`src/rtl/core/rfft_pkg.sv`:
```
// rfft_pkg: shared types, codes and the quarter-wave sine table of the real fft
// depends on nothing; imported by every module of the block but rfft_ram

package rfft_pkg;

    localparam int MAX_POINTS = 1024;
    localparam int ADDR_W     = 10;
    localparam int WORD_W     = 32;
    localparam int QUARTER    = MAX_POINTS / 4;
    localparam int LG_MIN     = 2;
    localparam int LG_MAX     = 10;

    localparam logic REG_INVERSE   = 1'b0;
    localparam logic REG_SIZE_LOG2 = 1'b1;

    typedef enum logic [1:0] {
        KIND_LOAD = 2'd0,
        KIND_RUN  = 2'd1,
        KIND_READ = 2'd2
    } t_kind;

    typedef enum logic [1:0] {
        JOB_SWAP,
        JOB_BFLY,
        JOB_SPLIT,
        JOB_DC
    } t_job;

    typedef enum logic [1:0] {
        PH_BITREV,
        PH_BFLY,
        PH_SPLIT,
        PH_DC
    } t_phase;

    typedef enum logic [3:0] {
        DP_NOP,
        DP_PREP,
        DP_MUL_RP,
        DP_MUL_IQ,
        DP_MUL_RQ,
        DP_MUL_IP,
        DP_ACC,
        DP_RND,
        DP_OUT
    } t_dp_op;

    typedef enum logic [3:0] {
        ST_IDLE,
        ST_HOST_RD,
        ST_ISSUE,
        ST_RD,
        ST_CAP,
        ST_PREP,
        ST_MUL_RP,
        ST_MUL_IQ,
        ST_MUL_RQ,
        ST_MUL_IP,
        ST_ACC,
        ST_RND,
        ST_OUT,
        ST_WR,
        ST_FINISH
    } t_state;

    typedef struct packed {
        t_dp_op              op;
        t_job                job;
        logic                inv;
        logic                mem_rd;
        logic                mem_wr;
        logic                host_sel;
        logic [ADDR_W-1:0]   addr;
        logic                cap_en;
        logic [1:0]          cap_slot;
        logic [1:0]          wr_slot;
        logic [ADDR_W-1:0]   tw;
        logic                clr_ovf;
    } t_dp_cmd;

    typedef struct packed {
        logic signed [WORD_W-1:0] rd_data;
        logic                     ovf;
    } t_dp_stat;

    typedef logic [30:0] t_sin_tab [0:QUARTER];

    localparam logic [63:0] PI_Q60  = 64'h3243F6A8885A308D;
    localparam logic [63:0] PI_Q40  = PI_Q60 >> 20;
    localparam logic [63:0] ONE_Q30 = 64'd1 << 30;
    localparam logic [63:0] HALF_Q30 = 64'd1 << 29;
    localparam logic [63:0] X_BIAS  = 64'(QUARTER) * 64'd1024;
    localparam logic [63:0] X_DIV   = 64'(QUARTER) * 64'd2048;
    localparam logic [63:0] TAY_D0  = 64'd210 << 30;
    localparam logic [63:0] TAY_D1  = 64'd156 << 30;
    localparam logic [63:0] TAY_D2  = 64'd110 << 30;
    localparam logic [63:0] TAY_D3  = 64'd72 << 30;
    localparam logic [63:0] TAY_D4  = 64'd42 << 30;
    localparam logic [63:0] TAY_D5  = 64'd20 << 30;
    localparam logic [63:0] TAY_D6  = 64'd6 << 30;

    // taylor series of sin up to x^15, nested form, rounded to unsigned q1.30
    function automatic t_sin_tab build_sin_tab();
        t_sin_tab    tab;
        logic [63:0] x;
        logic [63:0] x2;
        logic [63:0] t;
        logic [63:0] q;
        logic [63:0] s;
        for (int k = 0; k <= QUARTER; k++) begin
            x  = (64'(k) * PI_Q40 + X_BIAS) / X_DIV;
            x2 = (x * x + HALF_Q30) >> 30;
            t  = ONE_Q30;
            q  = (x2 * t + (TAY_D0 >> 1)) / TAY_D0;
            t  = (q >= ONE_Q30) ? 64'd0 : ONE_Q30 - q;
            q  = (x2 * t + (TAY_D1 >> 1)) / TAY_D1;
            t  = (q >= ONE_Q30) ? 64'd0 : ONE_Q30 - q;
            q  = (x2 * t + (TAY_D2 >> 1)) / TAY_D2;
            t  = (q >= ONE_Q30) ? 64'd0 : ONE_Q30 - q;
            q  = (x2 * t + (TAY_D3 >> 1)) / TAY_D3;
            t  = (q >= ONE_Q30) ? 64'd0 : ONE_Q30 - q;
            q  = (x2 * t + (TAY_D4 >> 1)) / TAY_D4;
            t  = (q >= ONE_Q30) ? 64'd0 : ONE_Q30 - q;
            q  = (x2 * t + (TAY_D5 >> 1)) / TAY_D5;
            t  = (q >= ONE_Q30) ? 64'd0 : ONE_Q30 - q;
            q  = (x2 * t + (TAY_D6 >> 1)) / TAY_D6;
            t  = (q >= ONE_Q30) ? 64'd0 : ONE_Q30 - q;
            s  = (x * t + HALF_Q30) >> 30;
            if (s > ONE_Q30) begin
                s = ONE_Q30;
            end
            tab[k] = 31'(s);
        end
        return tab;
    endfunction

    localparam t_sin_tab SIN_TAB = build_sin_tab();

endpackage

```
`src/rtl/core/rfft_ctrl.sv`:
```
// rfft_ctrl: host handshake, config registers, result register and transform sequencer
// depends on rfft_pkg

module rfft_ctrl (
    input  logic                             i_clk,
    input  logic                             i_rst_n,
    input  logic                             i_in_valid,
    output logic                             o_in_stall,
    input  logic [1:0]                       i_kind,
    input  logic [rfft_pkg::ADDR_W-1:0]      i_index,
    output logic                             o_out_valid,
    input  logic                             i_out_stall,
    output logic signed [rfft_pkg::WORD_W-1:0] o_value_res,
    output logic                             o_is_status,
    output logic                             o_overflow,
    input  logic                             i_cfg_valid,
    output logic                             o_cfg_ready,
    input  logic                             i_cfg_index,
    input  logic [3:0]                       i_cfg_data,
    output rfft_pkg::t_dp_cmd                o_cmd,
    input  rfft_pkg::t_dp_stat               i_stat
);
    import rfft_pkg::*;

    t_state              r_state;
    t_state              n_state;
    logic                r_inv;
    logic [3:0]          r_size;
    logic [1:0]          r_ord;
    logic [9:0]          r_i;
    logic [8:0]          r_m;
    logic [3:0]          r_s;
    logic [8:0]          r_k;
    logic [1:0]          r_cnt;
    logic [ADDR_W-1:0]   r_addr [0:3];
    t_job                r_job;
    logic [ADDR_W-1:0]   r_tw;
    logic                r_out_valid;
    logic [WORD_W-1:0]   r_out_value;
    logic                r_out_status;
    logic                r_out_ovf;

    logic [9:0]          n_i;
    logic [8:0]          n_m;
    logic [3:0]          n_s;
    logic [8:0]          n_k;
    logic [3:0]          lg;
    logic [9:0]          nn;
    logic [10:0]         n_pts;
    logic [9:0]          len;
    logic [8:0]          rev;
    logic [8:0]          jr;
    logic [9:0]          jb;
    logic [9:0]          i_step;
    logic [8:0]          m_inc;
    logic [10:0]         c_pos;
    t_phase              phase;
    logic                over;
    logic                skip;
    t_job                job_n;
    logic [ADDR_W-1:0]   addr_n [0:3];
    logic [ADDR_W-1:0]   tw_n;
    logic                accept;
    logic                out_free;
    logic                out_load;

    assign accept   = (r_state == ST_IDLE) && i_in_valid;
    assign out_free = !r_out_valid || !i_out_stall;
    assign out_load = ((r_state == ST_HOST_RD) || (r_state == ST_FINISH)) && out_free;
    assign phase    = t_phase'(r_ord ^ {r_inv, 1'b0});

    // loop bounds, addresses and advance of the current phase
    always_comb begin
        lg     = (r_size < 4'(LG_MIN)) ? 4'(LG_MIN) :
                 (r_size > 4'(LG_MAX)) ? 4'(LG_MAX) : r_size;
        nn     = 10'd1 << (lg - 4'd1);
        n_pts  = 11'd1 << lg;
        len    = 10'd1 << r_s;
        for (int b = 0; b < 9; b++) begin
            rev[b] = r_i[8 - b];
        end
        jr     = rev >> (4'd10 - lg);
        jb     = r_i + len;
        i_step = r_i + (len << 1);
        m_inc  = r_m + 9'd1;
        c_pos  = n_pts - {1'b0, r_k, 1'b0};
        n_i    = r_i;
        n_m    = r_m;
        n_s    = r_s;
        n_k    = r_k;
        over   = 1'b0;
        skip   = 1'b0;
        job_n  = JOB_DC;
        tw_n   = '0;
        for (int s = 0; s < 4; s++) begin
            addr_n[s] = '0;
        end
        unique case (phase)
            PH_BITREV: begin
                over      = (r_i == nn);
                skip      = (jr <= r_i[8:0]);
                job_n     = JOB_SWAP;
                addr_n[0] = {r_i[8:0], 1'b0};
                addr_n[1] = {r_i[8:0], 1'b1};
                addr_n[2] = {jr, 1'b0};
                addr_n[3] = {jr, 1'b1};
                n_i       = r_i + 10'd1;
            end
            PH_BFLY: begin
                over      = (r_s == lg - 4'd1);
                job_n     = JOB_BFLY;
                addr_n[0] = {jb[8:0], 1'b0};
                addr_n[1] = {jb[8:0], 1'b1};
                addr_n[2] = {r_i[8:0], 1'b0};
                addr_n[3] = {r_i[8:0], 1'b1};
                tw_n      = 10'(r_m) << (4'd9 - r_s);
                if (i_step >= nn) begin
                    if (10'(m_inc) == len) begin
                        n_s = r_s + 4'd1;
                        n_m = '0;
                        n_i = '0;
                    end else begin
                        n_m = m_inc;
                        n_i = 10'(m_inc);
                    end
                end else begin
                    n_i = i_step;
                end
            end
            PH_SPLIT: begin
                over      = ({2'b0, r_k} >= (n_pts >> 2));
                job_n     = JOB_SPLIT;
                addr_n[0] = {r_k[8:0], 1'b0};
                addr_n[1] = {r_k[8:0], 1'b1};
                addr_n[2] = c_pos[9:0];
                addr_n[3] = c_pos[9:0] | 10'd1;
                tw_n      = 10'(r_k) << (4'd10 - lg);
                n_k       = r_k + 9'd1;
            end
            PH_DC: begin
                over      = (r_i != 10'd0);
                job_n     = JOB_DC;
                addr_n[0] = 10'd0;
                addr_n[1] = 10'd1;
                addr_n[2] = 10'd0;
                addr_n[3] = 10'd1;
                n_i       = 10'd1;
            end
            default: begin
            end
        endcase
    end

    // next state
    always_comb begin
        n_state = r_state;
        unique case (r_state)
            ST_IDLE: begin
                if (accept) begin
                    unique case (t_kind'(i_kind))
                        KIND_RUN:  n_state = ST_ISSUE;
                        KIND_READ: n_state = ST_HOST_RD;
                        default:   n_state = ST_IDLE;
                    endcase
                end
            end
            ST_HOST_RD: if (out_free) n_state = ST_IDLE;
            ST_ISSUE: begin
                if (over) begin
                    n_state = (r_ord == 2'd3) ? ST_FINISH : ST_ISSUE;
                end else if (skip && phase == PH_BITREV) begin
                    n_state = ST_ISSUE;
                end else begin
                    n_state = ST_RD;
                end
            end
            ST_RD: if (r_cnt == 2'd3) n_state = ST_CAP;
            ST_CAP: begin
                n_state = (r_job == JOB_SWAP || r_job == JOB_DC) ? ST_OUT : ST_PREP;
            end
            ST_PREP:   n_state = ST_MUL_RP;
            ST_MUL_RP: n_state = ST_MUL_IQ;
            ST_MUL_IQ: n_state = ST_MUL_RQ;
            ST_MUL_RQ: n_state = ST_MUL_IP;
            ST_MUL_IP: n_state = ST_ACC;
            ST_ACC:    n_state = ST_RND;
            ST_RND:    n_state = ST_OUT;
            ST_OUT:    n_state = ST_WR;
            ST_WR:     if (r_cnt == 2'd3) n_state = ST_ISSUE;
            ST_FINISH: if (out_free) n_state = ST_IDLE;
            default:   n_state = ST_IDLE;
        endcase
    end

    // datapath commands
    always_comb begin
        o_cmd          = '0;
        o_cmd.op       = DP_NOP;
        o_cmd.job      = r_job;
        o_cmd.inv      = r_inv;
        o_cmd.tw       = r_tw;
        o_cmd.addr     = r_addr[r_cnt];
        o_cmd.cap_slot = 2'(r_cnt - 2'd1);
        o_cmd.wr_slot  = r_cnt;
        unique case (r_state)
            ST_IDLE: begin
                o_cmd.host_sel = 1'b1;
                o_cmd.addr     = i_index;
                o_cmd.mem_wr   = accept && (t_kind'(i_kind) == KIND_LOAD);
                o_cmd.mem_rd   = accept && (t_kind'(i_kind) == KIND_READ);
                o_cmd.clr_ovf  = accept && (t_kind'(i_kind) == KIND_RUN);
            end
            ST_RD: begin
                o_cmd.mem_rd = 1'b1;
                o_cmd.cap_en = (r_cnt != 2'd0);
            end
            ST_CAP: begin
                o_cmd.cap_en   = 1'b1;
                o_cmd.cap_slot = 2'd3;
            end
            ST_PREP:   o_cmd.op = DP_PREP;
            ST_MUL_RP: o_cmd.op = DP_MUL_RP;
            ST_MUL_IQ: o_cmd.op = DP_MUL_IQ;
            ST_MUL_RQ: o_cmd.op = DP_MUL_RQ;
            ST_MUL_IP: o_cmd.op = DP_MUL_IP;
            ST_ACC:    o_cmd.op = DP_ACC;
            ST_RND:    o_cmd.op = DP_RND;
            ST_OUT:    o_cmd.op = DP_OUT;
            ST_WR:     o_cmd.mem_wr = 1'b1;
            default: begin
            end
        endcase
    end

    always_ff @(posedge i_clk) begin
        if (!i_rst_n) begin
            r_state     <= ST_IDLE;
            r_inv       <= 1'b0;
            r_size      <= 4'(LG_MAX);
            r_out_valid <= 1'b0;
            r_ord       <= '0;
            r_cnt       <= '0;
            r_i         <= '0;
            r_m         <= '0;
            r_s         <= '0;
            r_k         <= 9'd1;
            r_job       <= JOB_DC;
        end else begin
            r_state <= n_state;
            if (i_cfg_valid) begin
                unique case (i_cfg_index)
                    REG_INVERSE:   r_inv  <= i_cfg_data[0];
                    REG_SIZE_LOG2: r_size <= i_cfg_data;
                    default: begin
                    end
                endcase
            end
            if (out_load) begin
                r_out_valid <= 1'b1;
            end else if (!i_out_stall) begin
                r_out_valid <= 1'b0;
            end
            if (accept && t_kind'(i_kind) == KIND_RUN) begin
                r_ord <= '0;
                r_i   <= '0;
                r_m   <= '0;
                r_s   <= '0;
                r_k   <= 9'd1;
            end
            if (r_state == ST_ISSUE) begin
                if (over) begin
                    if (r_ord != 2'd3) begin
                        r_ord <= r_ord + 2'd1;
                        r_i   <= '0;
                        r_m   <= '0;
                        r_s   <= '0;
                        r_k   <= 9'd1;
                    end
                end else if (skip && phase == PH_BITREV) begin
                    r_i <= n_i;
                end else begin
                    r_job <= job_n;
                    r_cnt <= '0;
                end
            end
            if (r_state == ST_RD || r_state == ST_WR) begin
                r_cnt <= r_cnt + 2'd1;
            end
            if (r_state == ST_WR && r_cnt == 2'd3) begin
                r_i <= n_i;
                r_m <= n_m;
                r_s <= n_s;
                r_k <= n_k;
            end
        end
    end

    always_ff @(posedge i_clk) begin
        if (r_state == ST_ISSUE && !over) begin
            for (int s = 0; s < 4; s++) begin
                r_addr[s] <= addr_n[s];
            end
            r_tw <= tw_n;
        end
        if (out_load) begin
            r_out_value  <= (r_state == ST_HOST_RD) ? i_stat.rd_data : '0;
            r_out_status <= (r_state == ST_FINISH);
            r_out_ovf    <= i_stat.ovf;
        end
    end

    assign o_in_stall  = (r_state != ST_IDLE);
    assign o_cfg_ready = 1'b1;
    assign o_out_valid = r_out_valid;
    assign o_value_res = r_out_value;
    assign o_is_status = r_out_status;
    assign o_overflow  = r_out_ovf;

endmodule

```
`config.mk`:
```
export PLATFORM = sky130hd
export DESIGN_NAME = rfft_ctrl
export DESIGN_NICKNAME = d
export VERILOG_FILES = /design/src/rtl/core/rfft_pkg.sv /design/src/rtl/core/rfft_ctrl.sv
export SDC_FILE = /design/constraint.sdc
export NUM_CORES = 1
export LEC_CHECK = 0
export BUFFER_PORTS_ARGS = -buffer_cell sky130_fd_sc_hd__buf_2
export CAP_MARGIN = 25
export CORE_ASPECT_RATIO = 0.6
export CORE_MARGIN = 3
export CORE_UTILIZATION = 40
export DETAILED_ROUTE_END_ITERATION = 16
export PLACE_DENSITY_LB_ADDON = 0.05
export SETUP_SLACK_MARGIN = 0.4
export SLEW_MARGIN = 20
export SYNTH_ARGS = -nofsm -noshare
export SYNTH_HDL_FRONTEND = slang
export SYNTH_SLANG_ARGS = --single-unit
```
`constraint.sdc`:
```
create_clock -name i_clk -period 6.7 [get_ports i_clk]
set_clock_uncertainty 0.05 [all_clocks]
set_input_delay 1.34 -clock i_clk [delete_from_list [all_inputs] [get_ports i_clk]]
set_output_delay 1.34 -clock i_clk [all_outputs]
set_load 0.05 [all_outputs]
```
==> reports/qor.yml <==
final_layout:
  drive_gt1_frac: 0.182
  area_growth_syn_to_layout_pct: 14.9
  n_antenna_cell: 0
  utilization: 0.470
  nets: 1319
  layoutNonFillerInstCount: 1512
critical_path:
  reg2reg_from: "r_s[0]"
  crit_path_start_kind: "flip-flop"
  cp_cell_sequence: "inv_2, ha_1, and2_1, ha_1, fa_1, a21oi_1, o211ai_1, nor4_1, nor3_1, xnor2_1, ha_1, a2111o_1, a21oi_1, o31ai_1, a21boi_1, a221o_1, a21oi_1, a2111oi_0, a21o_2"
  critPathSlowestCell: "a21boi_1"
  crit_fanout: 17
  slowest_delay_ps: 680
  crit_path_end_kind: "flip-flop"
  reg2reg_slack_ps: 1050
  crit_arrival_ps: 5990
  worst-r2r-cell-count: 19
  crit_required_ps: 7040
  worstSetupPathType: "flip-flop to flip-flop"
  reg2reg_to: "r_i[7]"
yosys:
  ys.flop_type: "edfxtp_1"
  ys_ff_latch: 113
  netlist_top_cells_count: "100 x nand2_1, 77 x ha_1, 75 x a21oi_1"
  syn_nets: 1236
  ys_async_sr_fraction: 0
  synth.most_common_cell: "nand2_1"
  syn_avg_cell_area_um2: 8.64
  synth_top_area_cell: "edfxtp_1"
  netlist_area_mm2: 0.00951
  synth_edf_count: 63
  ys.warnings.count: 0
  netlist.area_leader.share: 0.199
  synthDistinctLibCells: 92
  synth.area.top_cells: "edfxtp_1 20%, dfxtp_1 11%, ha_1 10%"
  syn_inst: 1101
  seq_area_frac_synth: 0.304
clock_network:
  cts_resized: 0
  postCtsSetupRepairBufs: 0
  clockBufferDepth: 2
  cts_tree: "done"
  cts_hold_buf: 0
  cts_made_buffers: 17
  clock_latency_ps: 450
  cts_max_level: 4
  clk_pin_slew_ps: 60
  clock_sinks: 113
  cts_root_buffer: "clkbuf_16"
placed_design:
  gp_congestion: 0.930
  place_inst: 1479
  numPortBuffers: 126
  dpl.hpwl_mm: 24.5
routing:
  wirelength_mm: 32.7
  ant_nets: 0
  drc: 0
  drt_iter0_markers: 762
  vias: 8939
  wire_per_inst_um: 21.6
  dr.pass1.iters: 6
  vias_per_cell: 5.91
sta:
  rsz0062_at_grt: "no"
  relSlewSlack: 0.388
  setup_viol_count_final: 0
  tns_ps: 0
  finalCritPeriodShare: 0.843
  drv_slew: 0
  layout_min_cycle_time_ps: 5650
  finalHoldViolCount: 0
  worst_slew_pin_slew_ps: 918
  fmax_mhz: 177
power:
  totalPowerFinal_w: 0.00238
  ir_worst_vdd_v: 0.000164
  power.density_mw_per_mm2: 218
  p_leak_nw: 4.66
run_status:
  outcome: "complete, no violations"
flow_run:
  cap_viol_max_count: 0
global_route:
  grt_max_degree: 54
  grt_overflow: 0
  grt_pass1_wl_mm: 50.9
  grt_pass1_vias: 8359
  grt.total_usage: 0.258
  antenna_found_initial: 0
floorplanning:
  dieArea_mm2: 0.0257
  start_util: 0.409
  fp.dieW_um: 205
  fp-row-count: 43
  ios: 128
  core_mm2: 0.0232
  die_h_um: 125
hold_path:
  hold_depth: 2
  hp-start: "r_cnt[1]"
  hold_path.class: "flip-flop to flip-flop"
[cell families (layout without fill, tap and decap cells)]
family                     Yosys count  in the layout  share of synthesized area
other                                1              1                   0.000394
DFF                                113            113                      0.304
xor gates and xnor gates            54             54                     0.0519
muxes                               46             46                     0.0543
AOI/OAI and AO/OA                  309            309                      0.227
buffers and inverters              143            239                     0.0672
adders and majority gates           80             80                      0.108
and+or+nand+nor                    355            355                      0.188
[layout make-up]
cell class | count | area [um^2]
Clock inverter | 11 | 163
Multi-Input combinational cell | 845 | 6010
Tap cell | 315 | 394
Timing Repair Buffer | 145 | 791
Inverter | 62 | 233
Fill cell | 2325 | 12300
Sequential cell | 113 | 2890
Clock buffer | 21 | 450
[worst max-delay path by stage]
stage / cells after the start / slack (ps) / start / endpoint
finish: 19 / 1050 / r_s[0] / r_i[7]
global route: 19 / 530 / r_s[0] / r_i[3]
CTS: 19 / 1160 / r_s[0] / r_i[7]
detailed placement: 19 / 1180 / r_s[0] / r_i[1]
global placement: 19 / 1220 / r_s[0] / r_i[3]
floorplan: 21 / 1740 / r_s[1] / r_i[3]
[registers in the layout, indices dropped and copies added, names as in the netlist, named ones only]
signal	flops
r_ord	2
r_size	4
r_k	9
o_value_res	32
r_inv	1
r_addr	19
r_i	10
r_state	4
r_job	2
o_overflow	1
r_tw	10
o_out_valid	1
r_m	9
o_is_status	1
r_s	4
r_cnt	2
[through the flow]
step | setup WS, ps | hold WS (ps) | instance area [um^2]
4_1_cts | 1160 | 495 | 10900
3_3_place_gp | 1220 | 487 | 10300
6_report | 1050 | 493 | 10900
3_5_place_dp | 1180 | 485 | 10300
5_1_grt | 532 | 510 | 10900
2_1_floorplan | 1740 | 435 | 9510
[report_power, final]
part	internal [W]	switching [W]
Clock	0.000628	0.000349
Combinational	0.000163	0.000429
Sequential	0.000788	0.0000287
[layer usage]
layer  GRT usage  wire (um)
met5           0          0
met2       0.333      12500
met4      0.0538        406
met1       0.407      16600
met3      0.0890       3260
[layout by cell type, fill, tap and decap left out, types with 12 or more instances in the layout]
cell,instances
a31oi_1,17
nor2b_1,12
xor2_1,18
nand2_1,100
a221oi_1,16
xnor2_1,34
and3_1,41
nor2_1,69
edfxtp_1,63
inv_1,58
and2_1,17
o22ai_1,12
dfxtp_1,50
o21ai_0,54
nand3_1,34
ha_1,76
a21o_1,14
a21oi_1,74
buf_2,126
buf_4,17
nor3_1,20
clkbuf_16,17
mux2i_1,37
[worst max-delay path, delay by kind of cell (launching register included)]
family                   cells  cell delay, ps
buffers and inverters        1             250
AND/OR/NAND/NOR              3             580
adder cells (fa/ha/maj)      4            1260
flip-flops                   1             660
XOR/XNOR                     1             230
AO/OA/AOI/OAI               10            2550
(Power assumes the default switching activity.)
